[src/hw/rtl/p2p_pkg.sv]
// Package for the planar to palette CMY converter.
// Holds widths, codes, request/result types and the pixel index function.
// No dependencies.
package p2p_pkg;

  localparam int PLANES      = 8;
  localparam int COORD_BITS  = 12;
  localparam int DIM_W       = COORD_BITS + 1;
  localparam int GROUP_PIX   = 8;
  localparam int PIX_W       = $clog2(GROUP_PIX);
  localparam int COUNT_W     = PIX_W + 1;
  localparam int BYTE_W      = 8;
  localparam int PLANE_BUS_W = 64;
  localparam int COLOR_W     = 8;
  localparam int PAL_DEPTH   = 256;
  localparam int PAL_IDX_W   = $clog2(PAL_DEPTH);
  localparam int PAL_W       = 3 * COLOR_W;
  localparam int ADDR_W      = 24;
  localparam int CFG_IDX_W   = 3;
  localparam int CFG_DATA_W  = 13;
  localparam int BW_W        = 13;
  localparam int POS_W       = 12;

  localparam logic [DIM_W-1:0] COORD_MAX = DIM_W'(1) << COORD_BITS;

  typedef enum logic [CFG_IDX_W-1:0] {
    CFG_PLANE_ORDER     = 3'd0,
    CFG_BLOCK_WIDTH     = 3'd1,
    CFG_BLOCK_HEIGHT    = 3'd2,
    CFG_DEST_X          = 3'd3,
    CFG_DEST_Y          = 3'd4,
    CFG_DEST_LINE_WIDTH = 3'd5
  } cfg_reg_e;

  typedef enum logic {
    OP_GROUP     = 1'b0,
    OP_PAL_WRITE = 1'b1
  } op_e;

  typedef struct packed {
    op_e                    operation;
    logic [PLANE_BUS_W-1:0] plane_bytes;
    logic [PAL_IDX_W-1:0]   palette_index;
    logic [COLOR_W-1:0]     cyan_in;
    logic [COLOR_W-1:0]     magenta_in;
    logic [COLOR_W-1:0]     yellow_in;
  } req_t;

  typedef struct packed {
    logic [COLOR_W-1:0] cyan;
    logic [COLOR_W-1:0] magenta;
    logic [COLOR_W-1:0] yellow;
    logic [ADDR_W-1:0]  dest_address;
    logic               last_of_group;
    logic               last_of_block;
  } res_t;

  // settled configuration, dimensions already clamped
  typedef struct packed {
    logic              plane_order;
    logic [DIM_W-1:0]  block_w;
    logic [DIM_W-1:0]  block_h;
    logic [POS_W-1:0]  dest_x;
    logic [BW_W-1:0]   line_w;
  } cfg_t;

  // pixel in flight between the sequencer and the output stage
  typedef struct packed {
    logic [ADDR_W-1:0] addr;
    logic              last_of_group;
    logic              last_of_block;
  } pix_t;

  function automatic logic [DIM_W-1:0] clamp_dim(input logic [BW_W-1:0] v);
    logic [DIM_W-1:0] r;
    r = DIM_W'(v);
    if (v == '0) r = DIM_W'(1);
    else if (DIM_W'(v) > COORD_MAX) r = COORD_MAX;
    return r;
  endfunction

  // gather one bit per plane into a palette index, pixel 0 at bit 7
  function automatic logic [PAL_IDX_W-1:0] pixel_index(
    input logic [PLANE_BUS_W-1:0] planes,
    input logic [PIX_W-1:0]       pix,
    input logic                   order
  );
    logic [PAL_IDX_W-1:0] idx;
    logic [BYTE_W-1:0]    byte_v;
    logic [PIX_W-1:0]     bsel;
    logic [PIX_W-1:0]     pos;
    idx = '0;
    bsel = PIX_W'(GROUP_PIX - 1) - pix;
    for (int k = 0; k < PLANES; k++) begin
      byte_v = planes[k*BYTE_W +: BYTE_W];
      pos = order ? PIX_W'(PLANES - 1 - k) : PIX_W'(k);
      idx[pos] = idx[pos] | byte_v[bsel];
    end
    return idx;
  endfunction

endpackage

[src/hw/rtl/p2p_out.sv]
// Read-data stage and output register: pairs palette data with pixel info
// and holds results while the receiver stalls. Depends on p2p_pkg.
module p2p_out (
  input  logic                      clk_i,
  input  logic                      rst_ni,
  input  logic                      pix_valid_i,
  input  p2p_pkg::pix_t             pix_i,
  input  logic [p2p_pkg::PAL_W-1:0] rdata_i,
  output logic                      s2_ready_o,
  output logic                      res_valid_o,
  input  logic                      res_ready_i,
  output p2p_pkg::res_t             res_o
);

  logic          s2_valid_q, s2_valid_d;
  p2p_pkg::pix_t s2_pix_q;
  logic          out_valid_q, out_valid_d;
  p2p_pkg::res_t out_res_q;
  logic          out_free;
  logic          s2_move;

  assign out_free   = !out_valid_q || res_ready_i;
  assign s2_move    = s2_valid_q && out_free;
  assign s2_ready_o = !s2_valid_q || out_free;

  // valid flags of both stages
  always_comb begin
    s2_valid_d = s2_valid_q;
    if (pix_valid_i) s2_valid_d = 1'b1;
    else if (s2_move) s2_valid_d = 1'b0;
    out_valid_d = out_valid_q;
    if (s2_move) out_valid_d = 1'b1;
    else if (res_ready_i) out_valid_d = 1'b0;
  end

  always_ff @(posedge clk_i or negedge rst_ni) begin
    if (!rst_ni) begin
      s2_valid_q  <= 1'b0;
      out_valid_q <= 1'b0;
    end else begin
      s2_valid_q  <= s2_valid_d;
      out_valid_q <= out_valid_d;
    end
  end

  // payload: pixel info alongside the read, then the finished result
  always_ff @(posedge clk_i) begin
    if (pix_valid_i) s2_pix_q <= pix_i;
    if (s2_move) begin
      out_res_q.cyan          <= rdata_i[2*p2p_pkg::COLOR_W +: p2p_pkg::COLOR_W];
      out_res_q.magenta       <= rdata_i[p2p_pkg::COLOR_W +: p2p_pkg::COLOR_W];
      out_res_q.yellow        <= rdata_i[0 +: p2p_pkg::COLOR_W];
      out_res_q.dest_address  <= s2_pix_q.addr;
      out_res_q.last_of_group <= s2_pix_q.last_of_group;
      out_res_q.last_of_block <= s2_pix_q.last_of_block;
    end
  end

  assign res_valid_o = out_valid_q;
  assign res_o       = out_res_q;

endmodule

[config.mk]
export PLATFORM = sky130hd
export DESIGN_NAME = p2p_out
export DESIGN_NICKNAME = d
export VERILOG_FILES = /design/src/hw/rtl/p2p_pkg.sv /design/src/hw/rtl/p2p_out.sv
export SDC_FILE = /design/constraint.sdc
export NUM_CORES = 1
export LEC_CHECK = 0
export ABC_CLOCK_PERIOD_IN_PS = 2300
export BUFFER_PORTS_ARGS = -buffer_cell sky130_fd_sc_hd__buf_4
export CAP_MARGIN = 20
export CORE_MARGIN = 5
export CORE_UTILIZATION = 48
export CTS_BUF_LIST = sky130_fd_sc_hd__clkbuf_8
export CTS_CLUSTER_SIZE = 16
export DETAILED_ROUTE_END_ITERATION = 8
export PLACE_DENSITY = 0.81
export SKIP_CTS_REPAIR_TIMING = 1
export SLEW_MARGIN = 10
export SYNTH_ARGS = -nofsm -noshare
export SYNTH_HDL_FRONTEND = slang
export SYNTH_SLANG_ARGS = --single-unit
[constraint.sdc]
create_clock -name clk_i -period 2.3 [get_ports clk_i]
set_clock_uncertainty 0.1 [all_clocks]
set_input_delay 0.46 -clock clk_i [delete_from_list [all_inputs] [get_ports clk_i]]
set_output_delay 0.46 -clock clk_i [all_outputs]
set_load 0.05 [all_outputs]
---- Yosys cells after proc, flatten, opt, wreduce, memory -nomap -nowiden ----
Cells that the tools add are included.
storage, ports and cells
  input bits .............................. 54
  register bits after elaboration ......... 78
operators by class
  reductions and logical operators ........ 7
  multiplexer cells ....................... 4
operator list
  kind                number
  two-way mux 1 bit   4
  nonzero test 2 bit  2
  zero test 1 bit     2
  logical OR 1 bit    2
  logical AND 1 bit   1

---- Depth between registers and ports, before layout ----
Gate-level depths: netlist (run 1).
  word-level depth ........................ 5
  gate-level depth with buffers ........... 2
  mapped depth without buffers ............ 2

---- Worst setup path after synthesis (run 1) ----
OpenSTA, ideal clock, no wires.
  path type ............................... flip-flop to flip-flop
  from .................................... register out_valid_q, in the netlist res_valid_o
  to ...................................... register out_res_q (netlist bit res_o[0]) (enable)
  cell stages (with the launch flop) ...... 3
  clock period less this slack ............ 2.445 ns
  data arrival time ....................... 1.932 ns
  setup slack ............................. -0.145 ns
  cells stage by stage .................... dfrtp_1 -> nand2b_1 -> and2_1
between the ends
  cells in the longest elaborated chain, start to end .. 3
RTL lines
  item                    line           RTL
  from (decl)             p2p_out.sv:17  logic out_valid_q, out_valid_d;
  from (signal assigned)  p2p_out.sv:42  out_valid_q <= out_valid_d;
  zero test 1 bit         p2p_out.sv:22  assign out_free = !out_valid_q || res_ready_i;
  logical OR 1 bit        p2p_out.sv:22
  logical AND 1 bit       p2p_out.sv:23  assign s2_move = s2_valid_q && out_free;
  to (decl)               p2p_out.sv:18  p2p_pkg::res_t out_res_q;
No other way between the ends.
A chain may end at the register's enable or synchronous reset.

---- Worst setup path after layout (run 1) ----
  from .................................... register out_valid_q, in the netlist res_valid_o
  to ...................................... output s2_ready_o
between the ends
  cells in the longest elaborated chain, start to end .. 3
RTL lines
  item              line           RTL
  zero test 1 bit   p2p_out.sv:22
  logical OR 1 bit  p2p_out.sv:22
  logical OR 1 bit  p2p_out.sv:24  assign s2_ready_o = !s2_valid_q || out_free;
  to (decl)         p2p_out.sv:9   output logic s2_ready_o,
No other way between the ends.

==> metrics.md, run 1 <==
| Metric | Value |
|---|---|
| Worst path slowest cell | dfrtp_1 |
| Seq cells post-synth | 78 |
| RSZ-0062 raised after global routing | false |
| Initial antenna violation count | 0 |
| Cell Pwr Density | 1010 mW/mm² |
| Final period util | 0.770 |
| Worst-path cell chain | nor2b_1, nand2_1, buf_4 |
| Core Util, Final | 0.747 |
| Ratio of cells with drive above 1 in the final layout | 0.596 |
| Largest net degree at the start of global routing | 31 |
| Post-Synth XOR/XNOR Area | 0 |
| Slew headroom | 0.756 |
| Hold slack | 0.200 ns |
| TritonRoute pass-1 iters | 4 |
| Final cell count without fillers | 275 |
| First-pass GRT wire length | 6350 µm |
| Commonest non-fill, non-tap cell in the layout | buf_4 |
| Synth Net Count | 138 |
| Post-synthesis cell count | 84 |
| Main combinational cell family by area after synthesis | simple AND/OR/NAND/NOR gates |
| Dpl cells | 258 |
| Critical path data required time | 1.74 ns |
| Clock Latency Late Sink | 0.33 ns |
| Mux cell area share after synthesis | 0 |
| Clock slew at reported path FFs | 0.08 ns |
| Ant diodes | 0 |
| TritonCTS clock tree | done |
| Die width | 80.2 µm |
| Avg Vias per Cell | 4.51 |
| Final WL | 4430 µm |
| Largest stage delay on the critical path | 0.38 ns |
| Adder-cell share of the synthesized area | 0 |
| Routability congestion estimate | 0.734 |
| Vias in the first global route | 1296 |
| Syn Std Cell Area | 0.00237 mm² |
| Register area share after synthesis | 0.985 |
| H-tree levels | 3 |
| Final Hold Viols | 0 |
| Worst Path Buf+Inv | 1 |
| Highest-count cells in the layout ignoring fill and taps | buf_4, edfxtp_1, clkbuf_8 |
| IO buf count | 105 |
| Measured slew at the worst slew-check pin | 0.366 ns |
| Clk buf depth | 2 |
| IO Count | 106 |
| Number of cell rows | 25 |
| Clk sink count | 78 |
| Post-synthesis compound-gate area fraction | 0.00317 |
| Worst Reg-to-Reg Cells | 3 |
| Final ANT Viol Nets | 0 |
| Max Freq | 565 MHz |
| Unique cell type count in the Yosys netlist | 7 |
| Hold WC Path Type | input port to register |
| Grt total ovfl | 0 |
| Final net count | 257 |
| Worst Path Arrival | 1.21 ns |
| Peak VDD IR | 0.638 mV |
| Pins over their slew limit | 0 |
| CTS Buf Count | 9 |
| Vias | 1241 |
| Run status | finished, final reports clean |
| DR WL/cell | 16.1 µm |
| CP top delay family | flip-flops |
| Die area | 0.00644 mm² |
| Mapped Avg Cell Area | 28.2 µm² |
| Crit. End Element | output port |
| Core outline area | 0.00475 mm² |
| Tot GR Track Use | 0.139 |
| Iter 0 DRT Violations | 40 |
| Worst setup SP type | register |
| Layout area overhead | 49.9% |
| Critical path class | register to output port |
| Worst path depth | 3 |
| Die Ht | 80.2 µm |
| Clock root cell | clkbuf_8 |
| DRC errors left | 0 |
| Endpoints failing setup | 0 |
| Tmin final | 1.77 ns |
| Static Leak | 1.44 nW |
| Hold path depth | 1 |
| Max Cap Viol | 0 |
| Worst-path fanout max | 3 |
| Yosys warnings | 0 |
| Simple-gate share of the synthesized area | 0.0122 |
| Initial Utilization | 0.498 |
| Sum Neg Setup Slack | 0 ns |
==> path summary, 6_finish.rpt <==
check | startpoint | to | slack, ns
min in group asynchronous | rst_ni | res_valid_o | 0.35
max in group asynchronous | rst_ni | s2_valid_q | 1.67
hold reg to reg | s2_pix_q[17] | res_o[17] | 0.32
setup / recovery | res_valid_o | s2_ready_o | 0.53
hold / removal | pix_i[4] | s2_pix_q[4] | 0.20
setup reg to reg | res_valid_o | res_o[36] | 0.87
==> worst reg2reg max path, cell delays in order, from the launching register on <==
cell and delay (ns):
dfrtp_1 0.40, nand2b_1 0.09, and2_2 0.15, buf_4 0.34
==> sequential cells by signal, summed over array words and instances, names as in the netlist <==
name,count
s2_pix_q,26
s2_valid_q,1
res_valid_o,1
res_o,50
==> cell families after synthesis <==
group / Yosys count
AND/OR/NAND/NOR: 5
AO/OA/AOI/OAI: 1
flip-flops: 78
==> per-stage QoR <==
| step | power (mW) | cell area (µm²) | setup slack [ns] |
|---|---|---|---|
| floorplan | 2.03 | 2370 | 0.392 |
| global placement | 2.22 | 3260 | 0.744 |
| detailed placement | 2.23 | 3260 | 0.695 |
| CTS | 3.62 | 3540 | 0.508 |
| global route | 3.71 | 3550 | 0.453 |
| finish | 3.59 | 3550 | 0.529 |
==> cell usage after synthesis <==
cell      instances  share of area
dfrtp_1           2          0.021
and2_1            1         0.0026
edfxtp_1         76           0.96
nor2b_1           1         0.0026
nand2_1           1         0.0016
a21o_1            1         0.0032
nand2b_1          2         0.0053
==> layer usage <==
metal	wire length, µm	up-vias	GRT usage
met4	63	0	0.0878
met3	641	10	0.0673
li1	-	570	-
met5	0	-	0
met1	1750	570	0.162
met2	1980	91	0.205
==> power by group <==
| part | leakage, nW | internal, mW | switching, mW |
|---|---|---|---|
| registers | 0.756 | 1.69 | 0.0315 |
| logic | 0.536 | 0.149 | 0.324 |
| clock network | 0.143 | 0.937 | 0.457 |
==> layout make-up <==
class	count	area, µm²
repair buffers	108	813
clock inverters	7	160
clock buffers	9	124
flip-flops and latches	78	2330
well taps	67	83.8
multi-input cells	6	37.5
fillers	301	1200
Power figures use the tool's default switching activity.
==> run 2: changes to the inputs <==
--- a/config.mk
+++ b/config.mk
@@ -5,7 +5,7 @@
 export SDC_FILE = /design/constraint.sdc
 export NUM_CORES = 1
 export LEC_CHECK = 0
-export ABC_CLOCK_PERIOD_IN_PS = 2300
+export ABC_CLOCK_PERIOD_IN_PS = 1700
 export BUFFER_PORTS_ARGS = -buffer_cell sky130_fd_sc_hd__buf_4
 export CAP_MARGIN = 20
 export CORE_MARGIN = 5
==> constraint.sdc (replaced) <==
create_clock -name clk_i -period 1.7 [get_ports clk_i]
set_clock_uncertainty 0.1 [all_clocks]
set_input_delay 0.34 -clock clk_i [delete_from_list [all_inputs] [get_ports clk_i]]
set_output_delay 0.34 -clock clk_i [all_outputs]
set_load 0.05 [all_outputs]
==> metrics.md, run 2 (same netlist as run 1, synthesis figures left out) <==
| Metric | Value |
|---|---|
| DR WL/cell | 16.0 µm (-0.77%) |
| Max Cap Viol | 0 (unchanged) |
| Worst setup SP type | register |
| Hold slack | 0.0788 ns (-0.121 ns) |
| Worst Reg-to-Reg Cells | 3 (unchanged) |
| Initial antenna violation count | 0 (unchanged) |
| Storage element area | 0.00233 mm² (unchanged) |
| Grt met2 use | 0.227 (+0.0215) |
| Clock root cell | clkbuf_8 |
| Worst R2R End | res_o[35] |
| Commonest non-fill, non-tap cell in the layout | buf_4 |
| Worst-path cell chain | nor2b_1, nand2_1, buf_4 |
| RSZ-0062 raised after global routing | false |
| Sum Neg Setup Slack | 0 ns (unchanged) |
| Slew headroom | 0.784 (+0.0278) |
| Clk sink count | 78 (unchanged) |
| DP HPWL | 3170 µm |
| Final Hold Viols | 0 (unchanged) |
| Cell Pwr Density | 1220 mW/mm² (+21%) |
| Area of all placed cells without fillers | 0.00346 mm² (-2.6%) |
| Multi-input gate area | 38.8 µm² (+3.3%) |
| Vias in the first global route | 1314 (+1.4%) |
| Layout area overhead | 46.1% |
| Endpoints failing setup | 0 (unchanged) |
| Most Crowded Layer GR | met2 |
| TritonRoute pass-1 iters | 4 (unchanged) |
| Number of flip-flops in the largest register | 50 (unchanged) |
| Die Ht | 80.2 µm (unchanged) |
| Hold path depth | 1 (unchanged) |
| Clock Latency Late Sink | 0.33 ns (about the same) |
| Pins over their slew limit | 0 (unchanged) |
| Post-route worst setup slack | 0.134 ns (-0.395 ns) |
| IO Count | 106 (unchanged) |
| Highest-count cells in the layout ignoring fill and taps | buf_4, edfxtp_1, clkbuf_8 |
| Critical path data required time | 1.26 ns (-0.48 ns) |
| Die area | 0.00644 mm² (unchanged) |
| TritonCTS clock tree | done |
| First-pass GRT wire length | 6440 µm (+1.3%) |
| Initial Utilization | 0.498 (unchanged) |
| R2R Path Start | res_valid_o |
| Routability congestion estimate | 0.652 (-11%) |
| Pre-CTS WS | 0.352 ns (-0.343 ns) |
| Ant diodes | 0 (unchanged) |
| Iter 0 DRT Violations | 56 (+40%) |
| Hold WC Path Type | input port to register |
| Static Leak | 1.39 nW (-3.1%) |
| H-tree levels | 3 (unchanged) |
| Avg Vias per Cell | 4.52 (+0.24%) |
| Slack of the worst reg-to-reg path | 0.41 ns (-0.46 ns) |
| Crit. End Element | output port |
| Fillers | 305 (+1.3%) |
| Run status | finished, final reports clean |
| Clk buf depth | 2 (unchanged) |
| Largest net degree at the start of global routing | 38 (+23%) |
| Worst Setup SP | res_valid_o |
| Met1 Track Usage GR | 0.146 (-0.0159) |
| DRC errors left | 0 (unchanged) |
| Die width | 80.2 µm (unchanged) |
| Measured slew at the worst slew-check pin | 0.325 ns (-0.0417 ns) |
| Placed cell area | 0.00327 mm² (+0.42%) |
| Tmin final | 1.57 ns |
| Largest stage delay on the critical path | 0.37 ns (about the same) |
| Final net count | 257 (unchanged) |
| Ratio of cells with drive above 1 in the final layout | 0.577 (-0.0192) |
| Peak VDD IR | 0.736 mV (+15%) |
| Worst Path Arrival | 1.13 ns (-0.08 ns) |
| Clock slew at reported path FFs | 0.08 ns (about the same) |
| IO buf count | 105 (unchanged) |
| Tot GR Track Use | 0.142 (+0.00328) |
| Max Freq | 638 MHz |
| Final ANT Viol Nets | 0 (unchanged) |
| Final period util | 0.921 |
| Worst path slowest cell | dfrtp_1 |
| CTS Buf Count | 9 (unchanged) |
| Final WL | 4390 µm (-0.77%) |
| Critical path class | register to output port |
| Crit path to | s2_ready_o |
| Number of cell rows | 25 (unchanged) |
| GR Util met3 | 0.0807 (+0.0135) |
| Core outline area | 0.00475 mm² (unchanged) |
| Worst-path fanout max | 3 (unchanged) |
| Vias | 1244 (+0.24%) |
| Grt total ovfl | 0 (unchanged) |
[run 2: how the worst min path moves through the flow]
stage                    start            to  slack [ns]
finish              rdata_i[8]     res_o[34]        0.08
global route         pix_i[14]  s2_pix_q[14]        0.05
CTS                     rst_ni   res_valid_o       -0.34
detailed placement      rst_ni    s2_valid_q        0.03
global placement        rst_ni   res_valid_o        0.02
floorplan               rst_ni   res_valid_o       -0.06
[run 2: critical path: cells and delay by family, from the launching register on]
family / cells / cell delay [ns]
buffers and inverters: 1 / 0.19
DFF: 1 / 0.37
and+or+nand+nor: 2 / 0.24
[run 2: layout make-up]
cell class / instances / area share
flip-flops and latches: 78 / 0.674
repair buffers: 108 / 0.239
clock buffers: 9 / 0.0358
well taps: 67 / 0.0242
clock inverters: 7 / 0.0159
multi-input cells: 6 / 0.0112
[run 2: stage by stage]
step | cells | power [mW] | utilization
after floorplan | 84 | 2.74 | -
after global placement | 258 | 3.01 | 0.688
after detailed placement | 258 | 3.03 | 0.688
after CTS | 274 | 4.27 | 0.726
after global routing | 275 | 4.39 | 0.728
final | 275 | 4.23 | 0.728
[run 2: layer usage]
metal	vias up	routed length (µm)
li1	574	-
met1	578	1600
met2	82	2170
met3	10	523
met4	0	99
met5	-	0
[run 2: report_power, final]
part / switching, mW / internal (mW)
clock: 0.594 / 0.653
sequential: 0.0421 / 2.29
combinational: 0.437 / 0.209
total: 1.07 / 3.15
