--- src/hw/rtl/p2p_pkg.sv ---
// Package for the planar to palette CMY converter.
// Holds widths, codes, request/result types and the pixel index function.
// No dependencies.
package p2p_pkg;

  localparam int PLANES      = 8;
  localparam int COORD_BITS  = 12;
  localparam int DIM_W       = COORD_BITS + 1;
  localparam int GROUP_PIX   = 8;
  localparam int PIX_W       = $clog2(GROUP_PIX);
  localparam int COUNT_W     = PIX_W + 1;
  localparam int BYTE_W      = 8;
  localparam int PLANE_BUS_W = 64;
  localparam int COLOR_W     = 8;
  localparam int PAL_DEPTH   = 256;
  localparam int PAL_IDX_W   = $clog2(PAL_DEPTH);
  localparam int PAL_W       = 3 * COLOR_W;
  localparam int ADDR_W      = 24;
  localparam int CFG_IDX_W   = 3;
  localparam int CFG_DATA_W  = 13;
  localparam int BW_W        = 13;
  localparam int POS_W       = 12;

  localparam logic [DIM_W-1:0] COORD_MAX = DIM_W'(1) << COORD_BITS;

  typedef enum logic [CFG_IDX_W-1:0] {
    CFG_PLANE_ORDER     = 3'd0,
    CFG_BLOCK_WIDTH     = 3'd1,
    CFG_BLOCK_HEIGHT    = 3'd2,
    CFG_DEST_X          = 3'd3,
    CFG_DEST_Y          = 3'd4,
    CFG_DEST_LINE_WIDTH = 3'd5
  } cfg_reg_e;

  typedef enum logic {
    OP_GROUP     = 1'b0,
    OP_PAL_WRITE = 1'b1
  } op_e;

  typedef struct packed {
    op_e                    operation;
    logic [PLANE_BUS_W-1:0] plane_bytes;
    logic [PAL_IDX_W-1:0]   palette_index;
    logic [COLOR_W-1:0]     cyan_in;
    logic [COLOR_W-1:0]     magenta_in;
    logic [COLOR_W-1:0]     yellow_in;
  } req_t;

  typedef struct packed {
    logic [COLOR_W-1:0] cyan;
    logic [COLOR_W-1:0] magenta;
    logic [COLOR_W-1:0] yellow;
    logic [ADDR_W-1:0]  dest_address;
    logic               last_of_group;
    logic               last_of_block;
  } res_t;

  // settled configuration, dimensions already clamped
  typedef struct packed {
    logic              plane_order;
    logic [DIM_W-1:0]  block_w;
    logic [DIM_W-1:0]  block_h;
    logic [POS_W-1:0]  dest_x;
    logic [BW_W-1:0]   line_w;
  } cfg_t;

  // pixel in flight between the sequencer and the output stage
  typedef struct packed {
    logic [ADDR_W-1:0] addr;
    logic              last_of_group;
    logic              last_of_block;
  } pix_t;

  function automatic logic [DIM_W-1:0] clamp_dim(input logic [BW_W-1:0] v);
    logic [DIM_W-1:0] r;
    r = DIM_W'(v);
    if (v == '0) r = DIM_W'(1);
    else if (DIM_W'(v) > COORD_MAX) r = COORD_MAX;
    return r;
  endfunction

  // gather one bit per plane into a palette index, pixel 0 at bit 7
  function automatic logic [PAL_IDX_W-1:0] pixel_index(
    input logic [PLANE_BUS_W-1:0] planes,
    input logic [PIX_W-1:0]       pix,
    input logic                   order
  );
    logic [PAL_IDX_W-1:0] idx;
    logic [BYTE_W-1:0]    byte_v;
    logic [PIX_W-1:0]     bsel;
    logic [PIX_W-1:0]     pos;
    idx = '0;
    bsel = PIX_W'(GROUP_PIX - 1) - pix;
    for (int k = 0; k < PLANES; k++) begin
      byte_v = planes[k*BYTE_W +: BYTE_W];
      pos = order ? PIX_W'(PLANES - 1 - k) : PIX_W'(k);
      idx[pos] = idx[pos] | byte_v[bsel];
    end
    return idx;
  endfunction

endpackage

--- src/hw/rtl/p2p_seq.sv ---
// Position counters and pixel sequencer: walks each group request pixel by pixel,
// issues palette reads and writes. Depends on p2p_pkg.
module p2p_seq (
  input  logic                          clk_i,
  input  logic                          rst_ni,
  input  p2p_pkg::cfg_t                 cfg_i,
  input  logic                          cnt_clr_i,
  input  logic [p2p_pkg::ADDR_W-1:0]    base_i,
  input  logic                          req_valid_i,
  output logic                          req_ready_o,
  input  p2p_pkg::req_t                 req_i,
  input  logic                          s2_ready_i,
  output logic                          pix_valid_o,
  output p2p_pkg::pix_t                 pix_o,
  output logic                          ram_we_o,
  output logic [p2p_pkg::PAL_IDX_W-1:0] ram_waddr_o,
  output logic [p2p_pkg::PAL_W-1:0]     ram_wdata_o,
  output logic                          ram_re_o,
  output logic [p2p_pkg::PAL_IDX_W-1:0] ram_raddr_o
);

  logic [p2p_pkg::POS_W-1:0]   col_q, col_d;
  logic [p2p_pkg::POS_W-1:0]   row_q, row_d;
  logic [p2p_pkg::ADDR_W-1:0]  roff_q, roff_d;

  logic [p2p_pkg::DIM_W-1:0]   remain;
  logic [p2p_pkg::COUNT_W-1:0] cnt;
  logic [p2p_pkg::DIM_W-1:0]   col_end;
  logic                        row_end;
  logic                        last_row;
  logic                        req_fire;
  logic                        grp_fire;

  logic                             sq_valid_q, sq_valid_d;
  p2p_pkg::op_e                     sq_op_q;
  logic [p2p_pkg::PLANE_BUS_W-1:0]  sq_planes_q;
  logic [p2p_pkg::PIX_W-1:0]        sq_p_q, sq_p_d;
  logic [p2p_pkg::PIX_W-1:0]        sq_last_q;
  logic                             sq_lblk_q;
  logic [p2p_pkg::ADDR_W-1:0]       sq_off_q, sq_off_d;
  logic [p2p_pkg::PAL_IDX_W-1:0]    sq_pidx_q;
  logic [p2p_pkg::PAL_W-1:0]        sq_pdata_q;
  logic                             issue;
  logic                             sq_done;
  logic                             pix_last;

  assign req_fire = req_valid_i && req_ready_o;
  assign grp_fire = req_fire && (req_i.operation == p2p_pkg::OP_GROUP);

  // group geometry at the current position
  assign remain   = cfg_i.block_w - p2p_pkg::DIM_W'(col_q);
  assign cnt      = (remain >= p2p_pkg::DIM_W'(p2p_pkg::GROUP_PIX))
                    ? p2p_pkg::COUNT_W'(p2p_pkg::GROUP_PIX) : remain[p2p_pkg::COUNT_W-1:0];
  assign col_end  = p2p_pkg::DIM_W'(col_q) + p2p_pkg::DIM_W'(cnt);
  assign row_end  = (col_end == cfg_i.block_w);
  assign last_row = (p2p_pkg::DIM_W'(row_q) + p2p_pkg::DIM_W'(1) == cfg_i.block_h);

  // position counters advance once per group
  always_comb begin
    col_d  = col_q;
    row_d  = row_q;
    roff_d = roff_q;
    if (cnt_clr_i) begin
      col_d  = '0;
      row_d  = '0;
      roff_d = '0;
    end else if (grp_fire) begin
      if (row_end) begin
        col_d = '0;
        if (last_row) begin
          row_d  = '0;
          roff_d = '0;
        end else begin
          row_d  = row_q + p2p_pkg::POS_W'(1);
          roff_d = roff_q + p2p_pkg::ADDR_W'(cfg_i.line_w);
        end
      end else begin
        col_d = col_end[p2p_pkg::POS_W-1:0];
      end
    end
  end

  always_ff @(posedge clk_i or negedge rst_ni) begin
    if (!rst_ni) begin
      col_q  <= '0;
      row_q  <= '0;
      roff_q <= '0;
    end else begin
      col_q  <= col_d;
      row_q  <= row_d;
      roff_q <= roff_d;
    end
  end

  // sequencer stage handshake
  assign issue    = sq_valid_q && ((sq_op_q == p2p_pkg::OP_PAL_WRITE) || s2_ready_i);
  assign pix_last = (sq_p_q == sq_last_q);
  assign sq_done  = issue && ((sq_op_q == p2p_pkg::OP_PAL_WRITE) || pix_last);
  assign req_ready_o = !sq_valid_q || sq_done;

  always_comb begin
    sq_valid_d = sq_valid_q;
    sq_p_d     = sq_p_q;
    sq_off_d   = sq_off_q;
    if (req_fire) begin
      sq_valid_d = 1'b1;
      sq_p_d     = '0;
      sq_off_d   = roff_q + p2p_pkg::ADDR_W'(cfg_i.dest_x) + p2p_pkg::ADDR_W'(col_q);
    end else begin
      if (sq_done) sq_valid_d = 1'b0;
      if (issue) begin
        sq_p_d   = sq_p_q + p2p_pkg::PIX_W'(1);
        sq_off_d = sq_off_q + p2p_pkg::ADDR_W'(1);
      end
    end
  end

  always_ff @(posedge clk_i or negedge rst_ni) begin
    if (!rst_ni) begin
      sq_valid_q <= 1'b0;
    end else begin
      sq_valid_q <= sq_valid_d;
    end
  end

  // request payload and walk registers
  always_ff @(posedge clk_i) begin
    sq_p_q   <= sq_p_d;
    sq_off_q <= sq_off_d;
    if (req_fire) begin
      sq_op_q     <= req_i.operation;
      sq_planes_q <= req_i.plane_bytes;
      sq_last_q   <= p2p_pkg::PIX_W'(cnt - p2p_pkg::COUNT_W'(1));
      sq_lblk_q   <= last_row && row_end;
      sq_pidx_q   <= req_i.palette_index;
      sq_pdata_q  <= {req_i.cyan_in, req_i.magenta_in, req_i.yellow_in};
    end
  end

  // palette accesses, one per cycle; reads only while the read stage is ready
  assign ram_we_o    = sq_valid_q && (sq_op_q == p2p_pkg::OP_PAL_WRITE);
  assign ram_waddr_o = sq_pidx_q;
  assign ram_wdata_o = sq_pdata_q;
  assign ram_re_o    = sq_valid_q && (sq_op_q == p2p_pkg::OP_GROUP) && s2_ready_i;
  assign ram_raddr_o = p2p_pkg::pixel_index(sq_planes_q, sq_p_q, cfg_i.plane_order);

  assign pix_valid_o         = ram_re_o;
  assign pix_o.addr          = base_i + sq_off_q;
  assign pix_o.last_of_group = pix_last;
  assign pix_o.last_of_block = pix_last && sq_lblk_q;

endmodule

--- config.mk ---
export PLATFORM = sky130hd
export DESIGN_NAME = p2p_seq
export DESIGN_NICKNAME = d
export VERILOG_FILES = /design/src/hw/rtl/p2p_pkg.sv /design/src/hw/rtl/p2p_seq.sv
export SDC_FILE = /design/constraint.sdc
export NUM_CORES = 1
export LEC_CHECK = 0
export ABC_CLOCK_PERIOD_IN_PS = 9100
export BUFFER_PORTS_ARGS = -buffer_cell sky130_fd_sc_hd__buf_2
export CAP_MARGIN = 10
export CELL_PAD_IN_SITES_DETAIL_PLACEMENT = 1
export CELL_PAD_IN_SITES_GLOBAL_PLACEMENT = 2
export CORE_ASPECT_RATIO = 1.5
export CORE_MARGIN = 3
export CORE_UTILIZATION = 30
export CTS_BUF_LIST = sky130_fd_sc_hd__clkbuf_8
export CTS_CLUSTER_DIAMETER = 60
export DETAILED_ROUTE_END_ITERATION = 6
export GPL_TIMING_DRIVEN = 0
export HOLD_SLACK_MARGIN = 0.1
export PLACE_DENSITY_LB_ADDON = 0.1
export SLEW_MARGIN = 30
export SYNTH_ARGS = -nofsm -noshare
export SYNTH_HDL_FRONTEND = slang
export SYNTH_SLANG_ARGS = --single-unit
--- constraint.sdc ---
create_clock -name clk_i -period 9.1 [get_ports clk_i]
set_input_delay 0.455 -clock clk_i [delete_from_list [all_inputs] [get_ports clk_i]]
set_output_delay 0.455 -clock clk_i [all_outputs]
set_load 0.01 [all_outputs]
* Yosys cells after proc, flatten, opt, wreduce, memory -nomap -nowiden
Memory sizes are Yosys's and may differ from the RTL's.
Index checks and enable logic that the tools add are counted.
** Word-level totals
- Output and inout bits :: 70
- Word-level logic and storage cells :: 161
- Memories :: 1
- Memory bits (read-only) :: 8
- Register bits :: 177
- Memory bits (writable) :: 0
- Latch bits :: 0
- Bits of input ports :: 178
** Memories
- (no name shown) :: depth 8, bits a word 1, rd ports 1, clocked after Yosys merged registers in 0, write ports 0, RTL line p2p_pkg.sv:97 : idx[pos] = idx[pos] | byte_v[bsel];
** Operators by class
- Muxes and demuxes :: 78
- Multipliers :: 0
- Div/mod/pow operators :: 0
- Magnitude comparators :: 18
- Eq/ne operators :: 3
- Shifts and indexed selects :: 0
- Bitwise logic cells :: 11
- Reductions and logical operators :: 26
- Add/sub/neg operators :: 12
** Operators by type and width (number)
- 24-bit 2-to-1 mux :: 6
- 12-bit 2-to-1 mux :: 7
- 8-bit bitwise mux :: 7
- 24-bit by 12-bit adder with 24-bit output :: 2
- 1-bit binary-select mux with 3-bit select :: 15
- 3-bit by 4-bit less-than comparator with 1-bit output (second input constant) :: 9
- 13-bit == test :: 2
- 1-bit 2-to-1 mux :: 26
- 24-bit by 1-bit adder with 24-bit output (second input constant) :: 1
- 24-bit by 13-bit adder with 24-bit output :: 1
- 24-bit adder :: 1
- 1-bit demux with 3-bit select :: 8
- 3-bit by 1-bit greater-or-equal comparator with 1-bit output (second input constant) :: 8
- 3-bit 2-to-1 mux :: 8
- 1-bit logical AND :: 17
- 12-bit by 1-bit adder with 13-bit output (second input constant) :: 1
- 12-bit by 4-bit adder with 13-bit output :: 1
- 13-bit by 4-bit greater-or-equal comparator with 1-bit output (second input constant) :: 1
- 13-bit by 12-bit subtractor with 13-bit output :: 1
- 12-bit by 1-bit adder with 12-bit output (second input constant) :: 1
- 8-bit AND :: 1
- 1-bit bitwise OR :: 8
- 2-bit nonzero test :: 4
- 4-bit 2-to-1 mux :: 1
- 8 further kinds :: 11

* Logic depth before layout (Yosys ltp)
- Depth in word-level cells :: 34
- Mapped depth :: 24
- Mapped depth without buffers :: 21

* Worst setup path after synthesis
Ideal clock, no wire load.
- Kind :: in2reg
- Start :: input port cfg_i[38] in the netlist's numbering
- End :: register roff_q[2] in the netlist's numbering
- Data arrival time :: 5.141 ns
- Data required time :: 8.975 ns
- Setup time :: 0.125 ns
- Path buffers :: 2
- Cell stages on the path :: 22
- Path slack :: 3.835 ns
- Cell sequence :: inv_1 -> ha_1 -> fa_1 -> nor2b_1 -> o21a_1 -> o21ai_0 -> a211oi_1 -> mux2_2 -> o2111ai_1 -> nor2_1 -> ha_1 -> fa_1 -> a21o_1 -> a21oi_1 -> buf_2 -> o21ai_0 -> a21oi_1 -> nand4_1 -> nor4_4 -> a21o_1 -> buf_4 -> mux2_2
** Between the ends
- Longest elaborated chain between the ends :: 7
** Ends and longest elaborated chain
- from (decl) :: RTL line p2p_seq.sv:6 : input p2p_pkg::cfg_t cfg_i,
- 13-bit by 12-bit subtractor with 13-bit output :: RTL line p2p_seq.sv:51 : assign remain = cfg_i.block_w - p2p_pkg::DIM_W'(col_q);
- 13-bit by 4-bit greater-or-equal comparator with 1-bit output :: RTL line p2p_seq.sv:52 : assign cnt = (remain >= p2p_pkg::DIM_W'(p2p_pkg::GROUP_PIX))
- 4-bit 2-to-1 mux :: RTL line p2p_seq.sv:53 : ? p2p_pkg::COUNT_W'(p2p_pkg::GROUP_PIX) : remain[p2p_pkg::COUNT_W-1:0];
- 12-bit by 4-bit adder with 13-bit output :: RTL line p2p_seq.sv:54 : assign col_end = p2p_pkg::DIM_W'(col_q) + p2p_pkg::DIM_W'(cnt);
- 13-bit == test (*) :: RTL line p2p_seq.sv:55 : assign row_end = (col_end == cfg_i.block_w);
- 2-bit nonzero test (no line) (*)
- 2-bit AND reduction (no line) (*)
- to (signal assigned) :: RTL line p2p_seq.sv:91 : roff_q <= roff_d;
- to (decl) :: RTL line p2p_seq.sv:24 : logic [p2p_pkg::ADDR_W-1:0] roff_q, roff_d;
Every way passes the cells marked *; elsewhere a longest branch is shown, timed or not.
A chain may end at the register's enable or synchronous reset.

* Worst setup path after layout
- Start :: register col_q[0] in the netlist's numbering
- End :: register row_q[3] in the netlist's numbering
** Between the ends
- Longest elaborated chain between the ends :: 7
** Ends and longest elaborated chain
- from (decl) :: RTL line p2p_seq.sv:22 : logic [p2p_pkg::POS_W-1:0] col_q, col_d;
- from (signal assigned) :: RTL line p2p_seq.sv:89 : col_q <= col_d;
- 13-bit by 12-bit subtractor with 13-bit output :: RTL line p2p_seq.sv:51
- 13-bit by 4-bit greater-or-equal comparator with 1-bit output :: RTL line p2p_seq.sv:52
- 4-bit 2-to-1 mux :: RTL line p2p_seq.sv:53
- 12-bit by 4-bit adder with 13-bit output (*) :: RTL line p2p_seq.sv:54
- 13-bit == test (*) :: RTL line p2p_seq.sv:55
- 2-bit nonzero test (no line) (*)
- 2-bit AND reduction (no line) (*)
- to (signal assigned) :: RTL line p2p_seq.sv:90 : row_q <= row_d;
- to (decl) :: RTL line p2p_seq.sv:23 : logic [p2p_pkg::POS_W-1:0] row_q, row_d;
Marks and branches as above.

==> summary.md <==
| Metric | Value |
|---|---|
| WL/cell | `19.38 um` |
| Final period util | `74.88%` |
| P_leak | `6.273 nW` |
| CP startpoint kind | `flip-flop` |
| Clk pwr share | `20.2%` |
| Final slew viol count | `0` |
| FMAX | `146.8 MHz` |
| Post-CTS sizing | `0` |
| Worst EP arrival | `7180 ps` |
| Antenna-violating nets left | `0` |
| Initial Utilization | `between 30% and 40%` |
| CTS tree | `built` |
| RR Startpoint | `col_q[0]` |
| Final Power | `2.822 mW` |
| GRT Max-Usage Layer | `met2` |
| Cell count after synthesis | `about 1.1k` |
| Syn-to-layout area delta | `28.28%` |
| DRC | `0` |
| Iter 0 DRT Violations | `445` |
| Cells on Worst Hold Path | `1` |
| H-tree levels | `4` |
| Die H | `249.4 um` |
| Flop2flop setup slack | `2290 ps` |
| Root buf cell | `clkbuf_8` |
| Layout filler cell count | `4404` |
| CTS Sinks | `177` |
| Met2 global-route usage | `36.30%` |
| Net Switching | `1.093 mW` |
| Synthesized flop and latch total | `approximately 180` |
| Post-synthesis sequential area ratio | `42.53%` |
| Clk_lat worst skew | `520 ps` |
| CTS max path bufs | `2` |
| Seq pwr share | `36.9%` |
| Critical R2R Capture | `row_q[3]` |
| First-pass GRT wire length | `61140 um` |
| TNS Setup | `0 ps` |
| Mapped Area | `11850 um2` |
| CP Capture Type | `flip-flop` |
| Clk slew on worst S/H paths | `100 ps` |
| Die ar. | `41970 um2` |
| Ports | `between 200 and 250` |
| Via Count | `10.19k` |
| Crit-path max FO | `10` |
| Final setup fails | `0` |
| Pin count of the biggest net entering global routing | `52` |
| Worst rel slew slack | `~46%` |
| Hold Startpoint | `req_i[96]` |
| Hpwl dp | `30390 um` |
| R2r worst-path depth | `22` |
| Vias per Instance | `5.084` |
| Status | `finished, final reports clean` |
| Hold slack | `155.0 ps` |
| Top_reg_cell synth | `edfxtp_1` |
| Post-Syn Nets | `1392` |
| Power per cell area | `185.6 nW/um2` |
| Gr usage total | `18.38%` |
| EDFF count, synth | `around 130` |
| CP Class | `flip-flop to flip-flop` |
| DR pass1 iterations | `4` |
| VDD IR max | `roughly 110 uV` |
| Post-route minimum period | `6814 ps` |
| Layout Skew | `between 20 and 30 ps` |
| GRT overflow | `0` |
| WHS Endpoint | `sq_op_q` |
| Synthesis Warnings | `0` |
| RSZ-0062 raised after global routing | `no` |
| Routing usage on met3 | `2.060%` |
| Sw Ratio | `38.73%` |
| Dpl cells | `1872` |
| Num CTS Buffers | `17` |
| Initial antenna violation count | `3` |
| Avg Synthesized Cell Area | `between 10 and 15 um2` |
| Non-Filler Instances | `2004` |
| Int Pwr | `1.729 mW` |
| Met1 Use GR | `about 20%` |
| Net count, final | `roughly 1.8k` |
| # Max-Cap Violations | `0` |
| HP Class | `primary input to flip-flop` |
| Worst Tran Pin Value | `814.6 ps` |
| Synth cell types | `73` |
| Critical Path RT | `approximately 9500 ps` |
| Combinational share of power | `42.9%` |
| Routability-driven placement congestion ratio | `0.7910` |
| Vias in the first global route | `11.15k` |
| Die Width | `168.3 um` |
| DRT Wirelength | `38830 um` |
| Hold Vio Cnt, Final | `0` |
| Share of async-settable or async-resettable flops after synthesis | `27.68%` |
| Std cell rows | `88` |
| Layout cells sized above 1 | `22.91%` |
| Count of input and output buffers | `245` |
| Core footprint | `38760 um2` |
[metal layers]
metal	wire length (um)	part of all wire, %
met1	15120	39
met2	21800	56
met3	1191	3.1
met4	717	1.8
met5	0	0
[layout make-up]
| cell class | instances | area [um2] | share of cell area [%] |
|---|---|---|---|
| repair buffers | 345 | 2282 | 15.01 |
| clock inverters | 15 | 177.7 | 1.169 |
| clock buffers | 17 | 234.0 | 1.539 |
| well taps | 495 | 619.3 | 4.074 |
| diodes | 3 | 7.507 | 0.04938 |
| inverters | 58 | 217.7 | 1.432 |
| multi-input cells | 848 | 6400 | 42.10 |
| plain buffers | 46 | 225.2 | 1.481 |
| flip-flops and latches | 177 | 5040 | 33.15 |
[sequential cells by signal, summed over array words and instances, names as in the netlist, 3 cells and up]
name         cells
sq_p_q           3
col_q           12
sq_off_q        24
sq_planes_q     64
ram_waddr_o      8
sq_last_q        3
ram_wdata_o     24
row_q           12
roff_q          24
[repair_timing]
action | in CTS | in global routing
setup buffers | 0 | 0
hold buffers | 97 | 0
hold endpoints to repair | 145 | 0
[worst max-delay path by stage]
stage	slack, ps	end	startpoint
detailed placement	1900	row_q[10]	cfg_i[38]
finish	2290	row_q[3]	col_q[0]
CTS	2040	row_q[3]	col_q[0]
global placement	1860	sq_off_q[21]	sq_p_q[0]
floorplan	3830	roff_q[2]	cfg_i[38]
global route	1680	row_q[3]	col_q[7]
[power by group through the flow]
stage / clock [mW] / sequential [mW] / combinational [mW]
floorplan: 0 / 1.04 / 0.815
global placement: 0 / 1.06 / 1.16
detailed placement: 0 / 1.06 / 1.19
CTS: 0.598 / 1.04 / 1.23
global route: 0.623 / 1.05 / 1.36
finish: 0.570 / 1.04 / 1.21
[synth_stat cells, drive strengths merged (9+ instances only)]
cell type	n	area, um2
a21oi	52	264.0
clkbuf	28	105.1
dfrtp	49	1226
or4	10	78.82
nor2	69	259.0
a31oi	28	175.2
nand2	109	409.1
nor4	14	108.9
o21ai	56	280.3
a41oi	13	113.9
edfxtp	125	3754
mux4	24	540.5
a211oi	15	112.6
nor3	28	151.4
xor2	39	341.6
xnor2	62	543.0
and3	17	106.4
inv	57	214.0
nand3	40	200.2
ha	68	850.8
o211ai	10	75.07
or3	10	62.56
nor2b	10	62.56
mux2i	18	180.2
or2	9	56.31
a21o	17	127.6
buf	18	115.1
fa	17	340.3
o21a	13	97.59
nand4	17	121.4
[cells in the final DEF, fill, tap and decap left out, types with 12 or more instances in the layout]
cell / count
mux2i_1: 18
nand3_1: 40
nor3_1: 27
a21oi_1: 51
fa_1: 17
buf_2: 249
nor2_1: 69
clkbuf_1: 26
xor2_1: 39
dlygate4sd3_1: 97
nand4_1: 16
edfxtp_1: 125
o21ai_0: 55
and3_1: 17
nand2_1: 109
dfrtp_1: 49
inv_1: 56
mux4_2: 24
nor4_1: 12
ha_1: 68
a211oi_1: 15
o21a_1: 13
a21o_1: 17
a31oi_1: 28
xnor2_1: 62
clkbuf_8: 17
[kinds of logic after synthesis]
group                      after synthesis  synth area share, %
xor gates and xnor gates               102                7.654
and+or+nand+nor                        358                15.15
buffers and inverters                  104                3.695
AOI/OAI and AO/OA                      258                14.56
DFF                                    177                42.53
adders and majority gates               85                10.05
muxes                                   45                6.366
[stage by stage]
step / cell area, um2 / util, % / worst slack (ps)
6_report: 15200 / 39.23 / 2286
5_1_grt: 15200 / 39.23 / 1681
4_1_cts: 15190 / 39.19 / 2037
2_1_floorplan: 11850 / - / 3835
3_5_place_dp: 13810 / 35.62 / 1899
3_3_place_gp: 13700 / 35.34 / 1858
[critical path: stages, from the launching register on]
cell	delay [ps]
dfrtp_1	430
ha_1	230
fa_1	410
nor2b_1	200
o21a_1	160
o21ai_0	90
a211oi_1	470
mux2_2	410
o2111ai_1	600
nor2_1	100
ha_1	260
fa_1	430
a21o_1	180
a21oi_1	490
buf_2	340
o21ai_0	130
a21oi_1	130
nand4_1	180
nor4_4	600
a21o_1	190
buf_4	210
buf_2	300
a31oi_1	130
No activity file was read; power rests on OpenSTA's default activity.
